$ cat config.mk
export PLATFORM = sky130hd
export DESIGN_NAME = logic_capture_rle_compressor
export DESIGN_NICKNAME = d
export VERILOG_FILES = /design/src/hdl/lcrle_pkg.sv /design/src/hdl/lcrle_cfg.sv /design/src/hdl/lcrle_core.sv /design/src/hdl/lcrle_out.sv /design/src/hdl/logic_capture_rle_compressor.sv
export SDC_FILE = /design/constraint.sdc
export NUM_CORES = 1
export LEC_CHECK = 0
export ABC_AREA = 0
export BUFFER_PORTS_ARGS = -buffer_cell sky130_fd_sc_hd__buf_4
export CORE_MARGIN = 1
export CORE_UTILIZATION = 30
export DETAILED_ROUTE_END_ITERATION = 8
export PLACE_DENSITY_LB_ADDON = 0.15
export REMOVE_ABC_BUFFERS = 1
export SLEW_MARGIN = 30
export SYNTH_ARGS = -nofsm -noshare
export SYNTH_HDL_FRONTEND = slang
export SYNTH_SLANG_ARGS = --single-unit
$ cat constraint.sdc
create_clock -name clk -period 22.1 [get_ports clk]
set_clock_uncertainty 0.05 [all_clocks]
set_input_delay 4.42 -clock clk [delete_from_list [all_inputs] [get_ports clk]]
set_output_delay 4.42 -clock clk [all_outputs]
set_load 0.02 [all_outputs]
$ cat src/hdl/lcrle_pkg.sv
// Shared types and constants for the logic capture run-length compressor.
package lcrle_pkg;

  localparam int STORE_DEPTH_DEFAULT = 16384;
  localparam int RING_LIMIT          = 16384;

  localparam int ADDR_W  = 14;
  localparam int WORD_W  = 16;
  localparam int COUNT_W = 15;
  localparam int LEN_W   = 15;
  localparam int PADDR_W = 5;

  // Register indexes (byte address divided by four).
  localparam logic [2:0] REG_BUFFER_WORDS  = 3'd0;
  localparam logic [2:0] REG_POST_TRIGGER  = 3'd1;
  localparam logic [2:0] REG_WIDE_MODE     = 3'd2;
  localparam logic [2:0] REG_TRIGGER_MASK  = 3'd3;
  localparam logic [2:0] REG_TRIGGER_LEVEL = 3'd4;

  localparam logic [LEN_W-1:0]   BUFFER_WORDS_RESET = 15'd16384;
  localparam logic [WORD_W-1:0]  FLAG_WIDE          = 16'h8000;
  localparam logic [WORD_W-1:0]  FLAG_NARROW        = 16'h0080;
  localparam logic [COUNT_W-1:0] MAX_WIDE           = 15'h7fff;
  localparam logic [COUNT_W-1:0] MAX_NARROW         = 15'h007f;
  localparam logic [WORD_W-1:0]  MASK_WIDE          = 16'hffff;
  localparam logic [WORD_W-1:0]  MASK_NARROW        = 16'h00ff;
  localparam logic [LEN_W-1:0]   POST_TRIGGER_MASK  = 15'h7ffe;

  typedef struct packed {
    logic [LEN_W-1:0]  buffer_words;
    logic [LEN_W-1:0]  post_trigger_words;
    logic              wide_mode;
    logic [WORD_W-1:0] trigger_mask;
    logic [WORD_W-1:0] trigger_level;
    logic              budget_load;
  } cfg_t;

  typedef struct packed {
    logic [ADDR_W-1:0] value_addr;
    logic [ADDR_W-1:0] count_addr;
    logic [WORD_W-1:0] value_word;
    logic [WORD_W-1:0] count_word;
    logic              done;
  } pair_t;

endpackage

$ cat src/hdl/lcrle_cfg.sv
// APB register file for the compressor settings.
module lcrle_cfg
  import lcrle_pkg::*;
(
  input  logic               clk,
  input  logic               rst,
  input  logic               psel,
  input  logic               penable,
  input  logic               pwrite,
  input  logic [PADDR_W-1:0] paddr,
  input  logic [31:0]        pwdata,
  output logic [31:0]        prdata,
  output logic               pready,
  output cfg_t               cfg
);

  logic [LEN_W-1:0]  buffer_words;
  logic [LEN_W-1:0]  post_trigger_words;
  logic              wide_mode;
  logic [WORD_W-1:0] trigger_mask;
  logic [WORD_W-1:0] trigger_level;
  logic              budget_load;
  logic              wr_en;
  logic [2:0]        reg_index;

  assign pready    = 1'b1;
  assign wr_en     = psel && penable && pwrite;
  assign reg_index = paddr[PADDR_W-1:2];

  always_ff @(posedge clk) begin
    if (rst) begin
      buffer_words       <= BUFFER_WORDS_RESET;
      post_trigger_words <= '0;
      wide_mode          <= 1'b1;
      trigger_mask       <= '0;
      trigger_level      <= '0;
      budget_load        <= 1'b0;
    end else begin
      budget_load <= 1'b0;
      if (wr_en) begin
        unique case (reg_index)
          REG_BUFFER_WORDS:  buffer_words <= pwdata[LEN_W-1:0];
          REG_POST_TRIGGER: begin
            post_trigger_words <= pwdata[LEN_W-1:0] & POST_TRIGGER_MASK;
            budget_load        <= 1'b1;
          end
          REG_WIDE_MODE:     wide_mode     <= pwdata[0];
          REG_TRIGGER_MASK:  trigger_mask  <= pwdata[WORD_W-1:0];
          REG_TRIGGER_LEVEL: trigger_level <= pwdata[WORD_W-1:0];
          default: ;
        endcase
      end
    end
  end

  always_comb begin
    unique case (reg_index)
      REG_BUFFER_WORDS:  prdata = {17'd0, buffer_words};
      REG_POST_TRIGGER:  prdata = {17'd0, post_trigger_words};
      REG_WIDE_MODE:     prdata = {31'd0, wide_mode};
      REG_TRIGGER_MASK:  prdata = {16'd0, trigger_mask};
      REG_TRIGGER_LEVEL: prdata = {16'd0, trigger_level};
      default:           prdata = '0;
    endcase
  end

  assign cfg = '{
    buffer_words:       buffer_words,
    post_trigger_words: post_trigger_words,
    wide_mode:          wide_mode,
    trigger_mask:       trigger_mask,
    trigger_level:      trigger_level,
    budget_load:        budget_load
  };

endmodule

$ cat src/hdl/lcrle_core.sv
// Input register, run state, trigger detection and ring pointer update.
module lcrle_core
  import lcrle_pkg::*;
#(
  parameter int STORE_DEPTH = STORE_DEPTH_DEFAULT
) (
  input  logic              clk,
  input  logic              rst,
  input  cfg_t              cfg,
  input  logic              in_valid,
  output logic              in_stall,
  input  logic [WORD_W-1:0] sample,
  input  logic              slot_free,
  output logic              pair_load,
  output pair_t             pair
);

  localparam logic [LEN_W-1:0] RING_CAP =
    LEN_W'((STORE_DEPTH > RING_LIMIT) ? RING_LIMIT : STORE_DEPTH);

  // Input register.
  logic              iv;
  logic [WORD_W-1:0] isample;
  logic              go;

  // Run state.
  logic [WORD_W-1:0]  run_value;
  logic [COUNT_W-1:0] run_count;
  logic [ADDR_W-1:0]  write_pointer;
  logic signed [WORD_W-1:0] budget_left;
  logic               triggered;
  logic               finished;

  logic [WORD_W-1:0]  wmask, cur, prev, edges;
  logic [WORD_W-1:0]  flag;
  logic [COUNT_W-1:0] maxc, inc, cnt, cnt_sat;
  logic               fire, trig_now, same, emit, done;
  logic signed [WORD_W-1:0] budget_base, budget_next;
  logic [LEN_W-1:0]   ring_len, len_clip, step0, step1;
  logic [ADDR_W-1:0]  addr0, addr1, pointer_next;

  assign go       = iv && slot_free;
  assign in_stall = iv && !slot_free;

  always_ff @(posedge clk) begin
    if (rst) begin
      iv <= 1'b0;
    end else if (!in_stall) begin
      iv <= in_valid;
    end
  end

  always_ff @(posedge clk) begin
    if (!in_stall && in_valid) begin
      isample <= sample;
    end
  end

  always_comb begin
    wmask = cfg.wide_mode ? MASK_WIDE : MASK_NARROW;
    flag  = cfg.wide_mode ? FLAG_WIDE : FLAG_NARROW;
    maxc  = cfg.wide_mode ? MAX_WIDE  : MAX_NARROW;
    cur   = isample & wmask;
    prev  = run_value & wmask;

    // A masked bit that moves to its trigger level.
    edges    = ((~prev & cur & cfg.trigger_level) | (prev & ~cur & ~cfg.trigger_level))
               & cfg.trigger_mask & wmask;
    fire     = !triggered && (edges != '0);
    trig_now = triggered || fire;

    same    = (cur == run_value);
    inc     = run_count + COUNT_W'(1);
    emit    = !same || (inc >= maxc);
    cnt     = same ? inc : run_count;
    cnt_sat = (cnt > maxc) ? maxc : cnt;

    // A fresh post-trigger length takes effect for the sample handled in the same cycle.
    budget_base = (fire || cfg.budget_load) ? $signed({1'b0, cfg.post_trigger_words})
                                            : budget_left;
    budget_next = budget_base - WORD_W'(2);
    done        = trig_now && (budget_next[WORD_W-1] || (budget_next == '0));

    len_clip = (cfg.buffer_words > RING_CAP) ? RING_CAP : cfg.buffer_words;
    ring_len = (len_clip < LEN_W'(2)) ? LEN_W'(2) : len_clip;

    addr0        = ({1'b0, write_pointer} >= ring_len) ? '0 : write_pointer;
    step0        = {1'b0, addr0} + LEN_W'(1);
    addr1        = (step0 >= ring_len) ? '0 : step0[ADDR_W-1:0];
    step1        = {1'b0, addr1} + LEN_W'(1);
    pointer_next = (step1 >= ring_len) ? '0 : step1[ADDR_W-1:0];
  end

  assign pair_load = go && !finished && emit;

  assign pair = '{
    value_addr: addr0,
    count_addr: addr1,
    value_word: run_value,
    count_word: {1'b0, cnt_sat} | flag,
    done:       done
  };

  always_ff @(posedge clk) begin
    if (rst) begin
      run_value     <= '0;
      run_count     <= '0;
      write_pointer <= '0;
      budget_left   <= '0;
      triggered     <= 1'b0;
      finished      <= 1'b0;
    end else if (go && !finished) begin
      triggered <= trig_now;
      if (!same) begin
        run_value <= cur;
      end
      run_count <= emit ? '0 : inc;
      if (emit) begin
        write_pointer <= pointer_next;
        finished      <= done;
        budget_left   <= trig_now ? budget_next : budget_base;
      end else begin
        budget_left <= budget_base;
      end
    end else if (cfg.budget_load) begin
      budget_left <= $signed({1'b0, cfg.post_trigger_words});
    end
  end

endmodule

$ cat src/hdl/lcrle_out.sv
// Result register holding one pair and sending it as two words.
module lcrle_out
  import lcrle_pkg::*;
(
  input  logic              clk,
  input  logic              rst,
  input  logic              pair_load,
  input  pair_t             pair,
  output logic              slot_free,
  output logic              out_valid,
  input  logic              out_stall,
  output logic [ADDR_W-1:0] store_addr,
  output logic [WORD_W-1:0] store_word,
  output logic              word_kind,
  output logic              last,
  output logic              capture_done
);

  logic  held;
  logic  phase;
  pair_t slot;
  logic  out_fire;

  assign out_fire  = held && !out_stall;
  assign slot_free = !held || (phase && out_fire);

  always_ff @(posedge clk) begin
    if (rst) begin
      held  <= 1'b0;
      phase <= 1'b0;
    end else if (pair_load) begin
      held  <= 1'b1;
      phase <= 1'b0;
    end else if (out_fire) begin
      if (phase) begin
        held  <= 1'b0;
        phase <= 1'b0;
      end else begin
        phase <= 1'b1;
      end
    end
  end

  always_ff @(posedge clk) begin
    if (pair_load) begin
      slot <= pair;
    end
  end

  assign out_valid    = held;
  assign store_addr   = phase ? slot.count_addr : slot.value_addr;
  assign store_word   = phase ? slot.count_word : slot.value_word;
  assign word_kind    = phase;
  assign last         = phase;
  assign capture_done = slot.done;

endmodule

$ cat src/hdl/logic_capture_rle_compressor.sv
// Top level of the logic capture run-length compressor.
//
//   Channel   Direction  Handshake             Payload
//   sample    in         in_valid / in_stall   sample
//   store     out        out_valid / out_stall store_addr, store_word, word_kind,
//                                              last, capture_done
//   config    in         APB psel / penable    paddr, pwdata, prdata
//
// A sample is taken into an input register; from there the run state, trigger
// detector and ring pointer are updated in one step once the result register is free.
// A sample that closes a run loads a pair into the result register, which sends the
// value word and then the count word, so such a sample occupies the store side
// for both words; samples that only extend a run go through at one per cycle while
// the result register is free, so the store side sets the rate: one sample per
// cycle while no pair is held. A stall on the store side holds the pair in place
// and backs up into in_stall once the input register is also full.
// Reset is synchronous and clears the run state, the pointer, the trigger and
// the settings to their default values. Once the post-trigger budget is spent
// every further sample is taken and dropped.
module logic_capture_rle_compressor
  import lcrle_pkg::*;
#(
  parameter int STORE_DEPTH = STORE_DEPTH_DEFAULT
) (
  input  logic               clk,
  input  logic               rst,
  input  logic               psel,
  input  logic               penable,
  input  logic               pwrite,
  input  logic [PADDR_W-1:0] paddr,
  input  logic [31:0]        pwdata,
  output logic [31:0]        prdata,
  output logic               pready,
  input  logic               in_valid,
  output logic               in_stall,
  input  logic [WORD_W-1:0]  sample,
  output logic               out_valid,
  input  logic               out_stall,
  output logic [ADDR_W-1:0]  store_addr,
  output logic [WORD_W-1:0]  store_word,
  output logic               word_kind,
  output logic               last,
  output logic               capture_done
);

  cfg_t  cfg;
  pair_t pair;
  logic  pair_load;
  logic  slot_free;

  // Settings registers; a write of the post-trigger length also reloads the budget.
  lcrle_cfg u_cfg (
    .clk     (clk),
    .rst     (rst),
    .psel    (psel),
    .penable (penable),
    .pwrite  (pwrite),
    .paddr   (paddr),
    .pwdata  (pwdata),
    .prdata  (prdata),
    .pready  (pready),
    .cfg     (cfg)
  );

  // Run tracking: compares each sample with the current run and decides when
  // a value and count pair has to be written to the ring.
  lcrle_core #(
    .STORE_DEPTH (STORE_DEPTH)
  ) u_core (
    .clk       (clk),
    .rst       (rst),
    .cfg       (cfg),
    .in_valid  (in_valid),
    .in_stall  (in_stall),
    .sample    (sample),
    .slot_free (slot_free),
    .pair_load (pair_load),
    .pair      (pair)
  );

  // Pair register; it frees itself in the cycle its count word is taken.
  lcrle_out u_out (
    .clk          (clk),
    .rst          (rst),
    .pair_load    (pair_load),
    .pair         (pair),
    .slot_free    (slot_free),
    .out_valid    (out_valid),
    .out_stall    (out_stall),
    .store_addr   (store_addr),
    .store_word   (store_word),
    .word_kind    (word_kind),
    .last         (last),
    .capture_done (capture_done)
  );

endmodule

==> results.cfg, run 1 <==
[synth]
ys.flop_type = dfxtp_1
yosysWarnings = 0
synth_edf_count = 77
syn_area_per_cell_um2 = 8.69
ys_ff_latch = 206
yosysSeqAreaShare = 0.380
netlist_area_um2 = 12900
synth_cells = 1483
yosysUniqueCellTypes = 80
async_flop_share = 0

[critical_path]
crit_chain = buf_4 > and2_1 > a21oi_1 > o21ai_0 > buf_4
cp_slowest_cell = and2_1
r2r-start = u_cfg.buffer_words[7]
worst-r2r-setup-slack_ps = 12600
crit_fanout = 23
critPathMaxStageDelay_ps = 700
rr_worst_depth = 28
required_ps = 17630
r2r-end = u_core.write_pointer[5]
worstPathArrival_ps = 6430
end_kind = primary output
path_class = in -> out
cp_common_cell = buf_4
crit_path_start_kind = input pin

[sta]
finalMaxSlewViolations = 0
worstMarginPinSlew_ps = 982
period_minus_slack_ps = 10900
hold_viol = 0
whs_ps = 412
rsz0062_at_grt = no
maxSlewHeadroom = 0.343
tns_ps = 0
setup_ws_ps = 11200
setup_violations = 0
period_share = 0.493
fmax_ghz = 0.0918

[hold_path]
min_path_cells = 2
hold_class = reg -> reg
hold_path.startpoint = u_core.budget_left[0]
min_to = u_core.budget_left[0]

[layout]
regArea_um2 = 4900
drive_gt1_frac = 0.145
areaGrowthSynthToFinish_pct = 14.9
finalInstanceArea_um2 = 14800
multi_input_comb_area_um2 = 7400
num-fill-cells = 4359
antenna_cells = 0
final_common_cell = nand2_1
final_cell_mix = nand2_1 (271), a21oi_1 (132), dfxtp_1 (127), buf_4 (102), nor2_1 (91)
nNetsFinal = 1666

[detailed_routing]
wl_per_cell_um = 19.0
drc = 0
firstDrtPassIters = 5
ant_nets = 0
vias_per_cell = 5.19
vias = 10800
drt-total-wl_mm = 39.7
drt_iter0_markers = 749

[global_routing]
antenna_found_initial = 1
grt_pass1_vias = 10600
grt_usage = 0.180
use_met2 = 0.274
met3_usage = 0.0201
grt_first_pass_wirelength_mm = 62.2
grt_busiest_layer = met2
use_met1 = 0.270
grt.overflow.total = 0
grt_max_degree = 63

[clock_network]
cts_tree = done
cts_buffers = 27
clock-root-buffer = clkbuf_16
cts_setup_buffers = 0
postCtsResizedCells = 0
clk_path_buf_depth = 3
htreeDepth = 1
clk_latency_ps = 570
cts.clk_slew.worst_paths_ps = 60
clkSinkCount = 206
ctsHoldBuffers = 0

[floorplanning]
start_util = 0.306
coreArea_um2 = 42100
rows = 75
dieArea_um2 = 43800
num_io_pins = 128
dieHeight_um = 209
die_w_um = 209

[placement]
placed_area_um2 = 13900
dp_hpwl_mm = 28.7
place_congestion = 0.850
place_ws_ps = 11300
port_buffers = 92

[power_and_ir_drop]
power_frac_comb = 0.103
p_seq_frac = 0.436
internal_power_uw = 708
p_per_area_nw_per_um2 = 64.9
worst_ir_drop_vdd_uv = 56.2
clkPwrFrac = 0.461
p_sw_frac = 0.263
leakage_nw = 5.75
p_switching_uw = 252
total_power_uw = 961

[flow_run]
drv_cap = 0

[run_status]
outcome = finished, final reports clean
-- cells by family (layout without fill, tap and decap cells) --
kind of cell / Yosys count / in the layout / synth area share
muxes: 89 / 89 / 0.0760
adders and majority gates: 81 / 81 / 0.0786
AOI/OAI and AO/OA: 296 / 296 / 0.148
and+or+nand+nor: 586 / 586 / 0.215
xor gates and xnor gates: 72 / 72 / 0.0489
other: 2 / 17 / 0.000583
DFF: 206 / 206 / 0.380
buffers and inverters: 151 / 199 / 0.0531
-- worst max-delay path, delay by kind of cell --
| family | cells | cell delay [ps] |
|---|---|---|
| compound gates | 2 | 710 |
| buf+inv | 2 | 590 |
| simple gates | 1 | 700 |
-- registers in the layout (all words and copies together) (netlist names), 14 cells and up --
register and flops:
u_cfg.buffer_words 15, u_out.slot 60, u_core.isample 16, u_cfg.trigger_level 16, u_core.run_value 16, u_cfg.trigger_mask 16, u_core.write_pointer 14, u_core.budget_left 16
u_core.run_count 15, u_cfg.post_trigger_words 14
-- routing by layer --
layer / wire length, µm / vias to the layer above
met5: 0 / -
met4: 631 / 0
met3: 1850 / 45
met2: 17300 / 260
met1: 19900 / 5215
li1: - / 5293
-- per-stage QoR --
step	util	instances
after CTS	0.351	2085
after global routing	0.351	2085
after detailed placement	0.330	2035
after floorplan	-	1394
after global placement	0.330	2035
final	0.351	2085
-- worst max-delay path by stage --
stage	startpoint	to	slack, ps	depth (start not counted)
floorplan	paddr[4]	prdata[0]	11880	4
global placement	paddr[4]	prdata[13]	11260	6
detailed placement	paddr[2]	prdata[8]	11300	5
CTS	paddr[2]	prdata[8]	11280	5
global route	paddr[2]	prdata[8]	11150	5
finish	paddr[2]	prdata[13]	11200	5
-- cell usage after synthesis, drive strengths merged, types with 35 or more instances --
cell type	instances	share of area
xor2	35	0.024
inv	47	0.014
buf	45	0.022
clkbuf	59	0.017
o21ai	58	0.023
nor2	92	0.027
mux2	52	0.046
ha	81	0.079
mux2i	36	0.028
a21oi	132	0.051
dfxtp	129	0.20
xnor2	37	0.025
edfxtp	77	0.18
nand2	271	0.079
-- final cells by class --
class / instances / share of cell area
Multi-Input combinational cell: 1141 / 0.500
Sequential cell: 206 / 0.331
Timing Repair Buffer: 102 / 0.0517
Clock buffer: 33 / 0.0478
Tap cell: 539 / 0.0456
Inverter: 47 / 0.0119
Clock inverter: 17 / 0.0118
-- power by group through the flow --
stage / Sequential, mW / Combinational [mW] / Clock, mW
2_1_floorplan: 0.423 / 0.0595 / 0
3_3_place_gp: 0.427 / 0.0978 / 0
3_5_place_dp: 0.427 / 0.0992 / 0
4_1_cts: 0.419 / 0.0996 / 0.456
5_1_grt: 0.421 / 0.108 / 0.472
6_report: 0.419 / 0.0988 / 0.443
Power figures use the tool's default switching activity.
==> inputs of run 2 (changes only) <==
Settings changed: ABC_AREA 0 to 1.
Clock period 22.1 ns to 10.3 ns, I/O delays scaled along.
==> run 2 against run 1 <==
- area after synthesis down 3.3%
- worst hold slack improved by 1.3 ps
- highest routed layer unchanged
- sequential cell count did not move
- largest power group unchanged
- setup slack worse by 9700 ps
==> results.cfg, run 2 <==
[run_status]
outcome = finished, final reports clean

[clock_network]
clkSinkCount = 206
clk_latency_ps = 560
htreeDepth = 1
clk_path_buf_depth = 3
cts_setup_buffers = 0
ctsHoldBuffers = 0
cts_buffers = 26
clock-root-buffer = clkbuf_16
cts.clk_slew.worst_paths_ps = 60
cts_tree = done
postCtsResizedCells = 0

[synth]
syn_area_per_cell_um2 = 7.26
yosysWarnings = 0
post-synth-top-count-cell = nand2_1
netlist_area_um2 = 12500
synth_area_leaders = dfxtp_1 (21%), edfxtp_1 (19%), nand2_1 (14%), ha_1 (8.1%), inv_1 (5.9%)
async_flop_share = 0
netlist.area_leader.share = 0.207
ys_ff_latch = 206
ys.flop_type = dfxtp_1
yosysUniqueCellTypes = 54
yosysTopAreaCell = dfxtp_1
synth.top_cells.by_count = nand2_1 (479), inv_1 (196), nor2_1 (157)
synth_edf_count = 77
yosysSeqAreaShare = 0.393
synth_cells = 1717

[layout]
drive_gt1_frac = 0.111
layout.cells.non_filler = 2348
final_common_cell = nand2_1
final_cell_mix = nand2_1 (479), inv_1 (195), nor2_1 (155), o21ai_0 (141), dfxtp_1 (129)
top_register = u_out.slot
largest_register_ffs = 60
nNetsFinal = 1937
areaGrowthSynthToFinish_pct = 16.6
finalInstanceArea_um2 = 14500
antenna_cells = 0

[sta]
worstMarginPinSlew_ps = 889
maxSlewHeadroom = 0.407
fmax_ghz = 0.114
setup_ws_ps = 1520
setup_violations = 0
hold_viol = 0
period_share = 0.852
period_minus_slack_ps = 8780
tns_ps = 0
rsz0062_at_grt = no
finalMaxSlewViolations = 0

[floorplanning]
dieArea_um2 = 42300
coreArea_um2 = 40900
start_util = 0.304
dieHeight_um = 206
rows = 74
num_io_pins = 128
die_w_um = 206

[power_and_ir_drop]
p_sw_frac = 0.272
worst_ir_drop_vdd_uv = 110
power_frac_comb = 0.133
total_power_mw = 2.11
p_seq_frac = 0.423
internal_power_mw = 1.54
leakage_nw = 6.60
clkPwrFrac = 0.444
p_per_area_nw_per_um2 = 145
p_switching_uw = 574

[detailed_routing]
ant_nets = 0
vias = 11300
vias_per_cell = 4.80
drc = 0
firstDrtPassIters = 5
drt_iter0_markers = 558
wl_per_cell_um = 16.0
drt-total-wl_mm = 37.5

[critical_path]
crit_fanout = 13
worst-r2r-setup-slack_ps = 1520
setup.worst_path.start = u_cfg.buffer_words[10]
r2r-end = u_core.write_pointer[0]
critPathMaxStageDelay_ps = 550
crit_path_end = u_core.write_pointer[0]
crit_path_start_kind = flop
cp_slowest_cell = o41ai_1
worstPathArrival_ps = 9140
r2r-start = u_cfg.buffer_words[10]
rr_worst_depth = 46
end_kind = flop
cp_common_cell = nand2_1
path_class = reg -> reg
required_ps = 10660

[global_routing]
grt_pass1_vias = 10700
grt_max_degree = 67
grt_usage = 0.180
grt_first_pass_wirelength_mm = 59.2
antenna_found_initial = 0
grt.overflow.total = 0

[placement]
placed_area_um2 = 13600
place_congestion = 0.875
dp.cells = 2299
dp_hpwl_mm = 28.5
place_ws_ps = 1510
port_buffers = 92

[hold_path]
hold_class = reg -> reg

[flow_run]
drv_cap = 0
run 2: cell count changes after synthesis, moves of 36 or more:
cell and delta:
nand2_1 +208, inv_1 +150, o21ai_0 +86, nor2_1 +65, mux2_2 -49, nand3_1 +48, mux2i_1 -36
run 2: metal layers:
layer	global-route usage	up-vias	wire length [µm]
met5	0	-	0
met2	0.295	239	17000
li1	-	5805	-
met3	0.0277	50	1680
met1	0.245	5181	18000
met4	0.0441	0	835
run 2: logic make-up after synthesis:
kind of cell               share of synthesized area
and+or+nand+nor                                0.280
other                                       0.000603
buffers and inverters                         0.0948
DFF                                            0.393
xor gates and xnor gates                      0.0120
AOI/OAI and AO/OA                              0.139
adders and majority gates                     0.0813
run 2: metrics by stage:
step | util | hold slack (ps)
after detailed placement | 0.333 | 400
after floorplan | - | 384
after global routing | 0.355 | 444
after global placement | 0.333 | 399
final | 0.355 | 414
after CTS | 0.354 | 409
run 2: worst min-delay path by stage:
| stage | from | to | cells past startpoint |
|---|---|---|---|
| after CTS | u_core.budget_left[1] | u_core.budget_left[1] | 2 |
| after global placement | u_core.budget_left[1] | u_core.budget_left[1] | 2 |
| after global routing | u_core.finished | u_core.finished | 2 |
| after floorplan | u_core.budget_left[1] | u_core.budget_left[1] | 2 |
| after detailed placement | u_core.budget_left[1] | u_core.budget_left[1] | 2 |
| final | u_core.budget_left[1] | u_core.budget_left[1] | 2 |
run 2: worst max-delay path, delay by kind of cell, from the launching register on:
family                   cells  cell delay, ps
AND/OR/NAND/NOR             26            4070
flip-flops                   1             380
buffers and inverters        6            1030
adder cells (fa/ha/maj)      5            1360
AO/OA/AOI/OAI                9            1720
run 2: area by class of cell:
cell class,count,area [µm²]
inverters,205,769
fillers,4436,26400
well taps,532,666
clock buffers,35,684
clock inverters,13,186
multi-input cells,1245,6470
repair buffers,112,861
flip-flops and latches,206,4890
run 2: power groups by stage:
stage | Combinational [mW] | Sequential [mW] | Clock (mW)
after detailed placement | 0.282 | 0.911 | 0
after CTS | 0.283 | 0.894 | 0.965
final | 0.281 | 0.893 | 0.939
after floorplan | 0.178 | 0.909 | 0
after global routing | 0.320 | 0.897 | 0.999
after global placement | 0.280 | 0.910 | 0
